[src/point_set_covariance_3d_core_assert.svh]
// Assertion macros shared by the covariance core modules.
// Expects signals clk and rst in the including scope.
`ifndef POINT_SET_COVARIANCE_3D_CORE_ASSERT_SVH
`define POINT_SET_COVARIANCE_3D_CORE_ASSERT_SVH

// same-cycle implication
`define PSC3D_ASSERT_NOW(label, ante, cons, msg) \
  label: assert property (@(posedge clk) disable iff (rst) (ante) |-> (cons)) \
    else $error(msg);

// next-cycle implication
`define PSC3D_ASSERT_NEXT(label, ante, cons, msg) \
  label: assert property (@(posedge clk) disable iff (rst) (ante) |=> (cons)) \
    else $error(msg);

`endif

[src/psc3d_pkg.sv]
// Shared types and constants for the 3D point set covariance core.
// No dependencies.
`timescale 1ns / 1ps

package psc3d_pkg;

  localparam int IN_W         = 24;
  localparam int ENTRY_W      = 56;
  localparam int COUNT_OUT_W  = 11;
  localparam int CFG_W        = 11;
  localparam int FRAC_BITS    = 8;
  localparam int MIN_SET_SIZE = 2;
  localparam logic [CFG_W-1:0] MIN_POINTS_RESET = 11'd3;

  typedef enum logic [1:0] {
    STATUS_OK       = 2'd0,
    STATUS_TOO_FEW  = 2'd1,
    STATUS_OVERFLOW = 2'd2
  } status_t;

  typedef enum logic [2:0] {
    E_XX = 3'd0,
    E_XY = 3'd1,
    E_XZ = 3'd2,
    E_YY = 3'd3,
    E_YZ = 3'd4,
    E_ZZ = 3'd5
  } entry_t;

  typedef struct packed {
    logic   accept;
    logic   check;
    logic   mul_load;
    logic   mul_cross;
    logic   mul_step;
    logic   take_term;
    logic   sub_term;
    logic   div_load;
    logic   div_step;
    logic   store;
    logic   emit;
    entry_t entry;
  } dp_cmd_t;

  typedef struct packed {
    logic ok;
  } dp_stat_t;

endpackage

[src/psc3d_ctrl.sv]
// Controller: accepts points, sequences the per-entry multiply and divide
// steps, and raises the result strobe. Depends on psc3d_pkg.
`timescale 1ns / 1ps
`include "point_set_covariance_3d_core_assert.svh"

module psc3d_ctrl #(
  parameter int MUL1_STEPS = 11,
  parameter int MUL2_STEPS = 35,
  parameter int DIV_STEPS  = 79
) (
  input  logic                 clk,
  input  logic                 rst,
  input  logic                 start,
  input  logic                 last_point,
  output logic                 busy,
  output logic                 done,
  output psc3d_pkg::dp_cmd_t   cmd,
  input  psc3d_pkg::dp_stat_t  stat
);
  import psc3d_pkg::*;

  localparam int CNT_W = $clog2(DIV_STEPS);

  typedef enum logic [3:0] {
    S_IDLE, S_DRAIN1, S_DRAIN2, S_CHECK,
    S_MUL1_LD, S_MUL1, S_TERM1,
    S_MUL2_LD, S_MUL2, S_TERM2,
    S_DIV_LD, S_DIV, S_STORE, S_EMIT
  } state_t;

  state_t           state;
  logic [CNT_W-1:0] cnt;
  entry_t           entry;

  assign busy = state != S_IDLE;

  always_ff @(posedge clk) begin
    if (rst) begin
      state <= S_IDLE;
      cnt   <= '0;
      entry <= E_XX;
      done  <= 1'b0;
    end else begin
      done <= state == S_EMIT;
      unique case (state)
        S_IDLE: begin
          if (start && last_point) begin
            state <= S_DRAIN1;
          end
        end
        S_DRAIN1: state <= S_DRAIN2;
        S_DRAIN2: state <= S_CHECK;
        S_CHECK: begin
          entry <= E_XX;
          state <= stat.ok ? S_MUL1_LD : S_EMIT;
        end
        S_MUL1_LD: begin
          cnt   <= CNT_W'(MUL1_STEPS - 1);
          state <= S_MUL1;
        end
        S_MUL1: begin
          cnt <= cnt - CNT_W'(1);
          if (cnt == '0) begin
            state <= S_TERM1;
          end
        end
        S_TERM1: state <= S_MUL2_LD;
        S_MUL2_LD: begin
          cnt   <= CNT_W'(MUL2_STEPS - 1);
          state <= S_MUL2;
        end
        S_MUL2: begin
          cnt <= cnt - CNT_W'(1);
          if (cnt == '0) begin
            state <= S_TERM2;
          end
        end
        S_TERM2: state <= S_DIV_LD;
        S_DIV_LD: begin
          cnt   <= CNT_W'(DIV_STEPS - 1);
          state <= S_DIV;
        end
        S_DIV: begin
          cnt <= cnt - CNT_W'(1);
          if (cnt == '0) begin
            state <= S_STORE;
          end
        end
        S_STORE: begin
          if (entry == E_ZZ) begin
            state <= S_EMIT;
          end else begin
            entry <= entry_t'(entry + 3'd1);
            state <= S_MUL1_LD;
          end
        end
        S_EMIT: state <= S_IDLE;
        default: state <= S_IDLE;
      endcase
    end
  end

  always_comb begin
    cmd           = '0;
    cmd.entry     = entry;
    cmd.accept    = (state == S_IDLE) && start;
    cmd.check     = state == S_CHECK;
    cmd.mul_load  = (state == S_MUL1_LD) || (state == S_MUL2_LD);
    cmd.mul_cross = state == S_MUL2_LD;
    cmd.mul_step  = (state == S_MUL1) || (state == S_MUL2);
    cmd.take_term = state == S_TERM1;
    cmd.sub_term  = state == S_TERM2;
    cmd.div_load  = state == S_DIV_LD;
    cmd.div_step  = state == S_DIV;
    cmd.store     = state == S_STORE;
    cmd.emit      = state == S_EMIT;
  end

  `PSC3D_ASSERT_NOW(a_done_idle, done, !busy, "result strobe while busy")
  `PSC3D_ASSERT_NEXT(a_last_busy, start && !busy && last_point, busy, "last item did not start finish")
  `PSC3D_ASSERT_NEXT(a_done_single, done, !done, "result strobe longer than one cycle")

endmodule

[config.mk]
export PLATFORM = sky130hd
export DESIGN_NAME = psc3d_ctrl
export DESIGN_NICKNAME = d
export VERILOG_FILES = /design/src/psc3d_pkg.sv /design/src/psc3d_ctrl.sv
export VERILOG_INCLUDE_DIRS = /design/src /design/src/src
export SDC_FILE = /design/constraint.sdc
export NUM_CORES = 1
export LEC_CHECK = 0
export BUFFER_PORTS_ARGS = -buffer_cell sky130_fd_sc_hd__buf_2
export CORE_MARGIN = 2
export CORE_UTILIZATION = 56
export CTS_BUF_LIST = sky130_fd_sc_hd__clkbuf_16
export CTS_CLUSTER_SIZE = 30
export DETAILED_ROUTE_END_ITERATION = 10
export GPL_TIMING_DRIVEN = 0
export PLACE_DENSITY_LB_ADDON = 0.3
export SYNTH_ARGS = -nofsm -noshare
export SYNTH_HDL_FRONTEND = slang
export SYNTH_SLANG_ARGS = --single-unit
[constraint.sdc]
create_clock -name clk -period 5 [get_ports clk]
set_input_delay 1 -clock clk [delete_from_list [all_inputs] [get_ports clk]]
set_output_delay 1 -clock clk [all_outputs]
set_load 0.01 [all_outputs]
======== Yosys cells after proc, flatten, opt, wreduce, memory -nomap -nowiden ========
Index checks and enable logic that the tools add are counted.
W data, S select, Z words.
word-level totals
  bits in registers ....................... 15
  input bits .............................. 5
  output and inout port bits .............. 16
  word-level logic and storage cells ...... 47
cells by class
  $add $sub $neg .......................... 2
  equal/unequal tests ..................... 19
  multiplexer cells ....................... 10
  reductions and logical operators ........ 12
operators by type and width
  cell                   count
  $pmux W4 S13           1
  $pmux W7 S4            1
  $eq A4 B4 Y1 const B   6
  $mux W4                6
  $eq A4 B3 Y1 const B   4
  $eq A4 B2 Y1 const B   2
  $ne A2 B2 Y1 const B   4
  $reduce_bool A4 Y1     2
  $logic_not A7 Y1       1
  $sub A7 B1 Y7 const B  1
  $pmux W3 S2            1
  $eq A4 B1 Y1 const B   1
  $logic_not A4 Y1       1
  $reduce_and A4 Y1      1
  $add A3 B1 Y3 const B  1
  $eq A3 B3 Y1 const B   1
  $mux W3                1
  $reduce_or A3 Y1       1
  $logic_and A1 B1 Y1    2
  $logic_or A1 B1 Y1     2
  $ne A2 B1 Y1 const B   1
  $reduce_and A2 Y1      1
  $reduce_bool A2 Y1     1

======== Depth between registers and ports, before layout ========
  word-level depth ........................ 3
  mapped depth ............................ 7

======== Least setup slack after synthesis ========
OpenSTA, ideal clock, no wires.
  kind .................................... register -> output
  start point ............................. register state[1]
  end point ............................... output cmd[6] in the netlist's numbering
  arrival ................................. 1.192 ns
  path slack .............................. 2.808 ns
  cell stages (with the launch flop) ...... 5
  path through ............................ dfxtp_1 > buf_2 > nand2_1 > or3b_2 > inv_1
RTL lines
  what                      RTL line          RTL
  start: declaration        psc3d_ctrl.sv:31  state_t state;
  start signal: assignment  psc3d_ctrl.sv:55  state <= stat.ok ? S_MUL1_LD : S_EMIT;
  end: declaration          psc3d_ctrl.sv:17  output psc3d_pkg::dp_cmd_t cmd,

==> results.md <==
* Cts repair resizes at 0
* Count of buffers from port buffering at 20
* Warnings, synthesis at 0
* Met1 Usage GRT at 35.80%
* DP HPWL at 1645 um
* Vias/cell at 6.031
* Final cell count without fillers at 161
* Cts hold-fix bufs at 0
* PnR Total Power at 0.0004528 W
* HP Class: flip-flop to flip-flop
* Initial antenna violation count at 0
* # nets final at 155
* Status: completed
* Met2 Use GR at 43.48%
* Main combinational cell family by area after synthesis: simple AND/OR/NAND/NOR gates
* Crit-path slowest cell: or3b_2
* Xor and xnor fraction of the mapped netlist area at 0.9358%
* Max Root-Sink Buffers at 2
* WL final at 2436 um
* P_leak at 0.4836 nW
* Layout cells sized above 1 at 25.52%
* Reg-to-reg endpoint: cnt[6]
* CTS sink count at 15
* Core box area at 1541 um^2
* Area contributors post-synth: dfxtp_1 32%, nor2_1 6.0%, a21oi_1 5.3%
* Flop2flop setup slack at 3160 ps
* Vias at 971
* Register bit total from synthesis at 15
* Pwr dens at 399.0 nW/um^2
* Final GP Congestion at 0.8397
* DP Area at 1056 um^2
* Post-Syn Instances at 121
* FF-to-FF path depth at 7
* Post-synthesis async set-or-reset flop share at 0%
* Critical Path Most Common Cell: buf_2
* CTS buffer count at 3
* CTS H-tree lvls at 1
* CTS tree: yes
* Max transition margin at 65.94%
* WHS Endpoint: cnt[0]
* Crit path required time at 4000 ps
* Iter 0 DRT Violations at 34
* Post-synthesis mux area share at 0%
* Area growth syn-to-layout at 21.26%
* Critical R2R Launch: cnt[0]
* Period utilisation layout at 53.65%
* GR Util met3 at 8.400%
* WS Path Type: flip-flop to output pin
* Vias in the first global route at 851
* Critical Path, Cell by Cell: buf_2 > nand2_1 > or3b_2 > inv_1 > buf_2
* Routed Antenna Nets at 0
* Clk root buf: clkbuf_16
* Cells after DPL at 157
* Die area at 2014 um^2
* Starting density of the core at 60.71%
* Maximum fanout along the worst path at 10
* Post-synth EDFFs at 0
* Worst Setup End Kind: output pin
* Max Cap Viol at 0
* Synth Area in Compound Gates at 22.06%
* Beginning of the worst hold path: cnt[0]
* F_max at 372.8 MHz
* Crit-path max cell delay at 520 ps
* Yosys top cell area share at 32.09%
* WHS Path Cells at 1
* Worst clock skew at 2.937 ps
* Syn nets at 130
* Antenna cells at 0
* Congestion Overflow GR at 0
* Synth cell types at 39
* DRC Markers at 0
* Clock latency on the worst-skew pair at 250 ps
* Chip width at 44.88 um
* Wire length per cell at 15.13 um
* IO Pins at 21
* RSZ-0062 raised after global routing: false
* Num rows at 14
* Global route hottest layer: met2
* Post-synthesis sequential area ratio at 32.09%
* Post-CTS setup buffer count at 0
* Mean Syn Cell Area at 7.735 um^2
* Die Ht at 44.88 um
* Setup tns final at 0 ps
* Cell area after layout at 1135 um^2
* Mapped Area at 935.9 um^2
* Synth top cells by count: 15 x dfxtp_1, 15 x nor2_1, 13 x nand2_1
* Final min period at 2682 ps
* Max VDD drop at 0.3652 mV
* Worst setup SP type: flip-flop
* Synth Area in Adders at 5.348%
* DR pass1 iterations at 4
* CP arrival at 1680 ps
* Largest net degree at the start of global routing at 11
* Final Slew Violations at 0
* Post-synth top area cell: dfxtp_1
* Synth Area in Simple Gates at 33.96%
* Final number of hold-violating endpoints at 0
* Tightest Pin Transition at 511.0 ps
* Final Setup Violations at 0
* Clk pin slew, worst setup/hold paths at 50 ps
* First-pass GRT wire length at 3981 um
* Ys flop type: dfxtp_1
* Tot GR Track Use at 27.97%
critical path: cells and delay by family (launching register included):
family                 cells  cell delay (ps)
AND/OR/NAND/NOR            2              630
buffers and inverters      3              430
flip-flops                 1              380
registers in the layout, summed over array words and instances, names as in the netlist:
name and flops:
state 4, done 1, entry 3, cnt 7
worst max path at each step:
stage / startpoint / to / slack [ps] / cells after the start
after floorplan: state[1] / cmd[6] / 2810 / 4
after global placement: state[1] / cmd[6] / 2650 / 5
after detailed placement: state[1] / cmd[6] / 2630 / 5
after CTS: state[1] / cmd[6] / 2350 / 5
after global routing: state[1] / cmd[6] / 2270 / 5
final: state[1] / cmd[6] / 2320 / 5
final cells by class:
class                      count  area (um^2)
buffer                         5        26.28
clock buffer                   3        75.07
clock inverter                 1        3.754
fill                         129        406.6
inverter                       7        26.28
multi-input combinational     94        583.1
sequential                    15        300.3
tap                           16        20.02
timing repair buffer          20        100.1
layout by cell type (no fill, tap or decap), types with 2 or more instances in the layout:
cell	n
buf_2	23
nor2_1	15
dfxtp_1	15
nand2_1	13
a21oi_1	10
inv_1	8
nor3_1	8
ha_1	4
nand2b_1	3
nor2b_1	3
o21ai_0	3
o21ai_1	3
nand3b_1	3
a211oi_1	3
clkbuf_16	3
or3b_2	2
or3_1	2
a31oi_1	2
cell families after synthesis:
group,count (synthesis)
AO/OA/AOI/OAI,30
XOR/XNOR,1
adder cells (fa/ha/maj),4
buffers and inverters,12
flip-flops,15
AND/OR/NAND/NOR,59
metal layers:
metal / vias to the layer above / share of wire, %
li1: 480 / -
met3: 6 / 6.0
met5: - / 0
met1: 443 / 46
met2: 42 / 45
met4: 0 / 2.2
metrics by stage:
stage	hold slack (ps)	setup WS [ps]	utilization, %
after global placement	473.7	2647	68.51
after floorplan	452.7	2808	-
final	499.5	2318	73.62
after detailed placement	493.2	2631	68.51
after CTS	502.1	2348	73.62
after global routing	524.3	2270	73.62
power by group:
| part | switching [W] | internal (W) | total (W) |
|---|---|---|---|
| Combinational | 0.0000924 | 0.0000584 | 0.000151 |
| Sequential | 0.0000145 | 0.000133 | 0.000147 |
| Clock | 0.0000485 | 0.000106 | 0.000154 |
| Total | 0.000155 | 0.000297 | 0.000453 |
No activity file was read; power rests on OpenSTA's default activity.
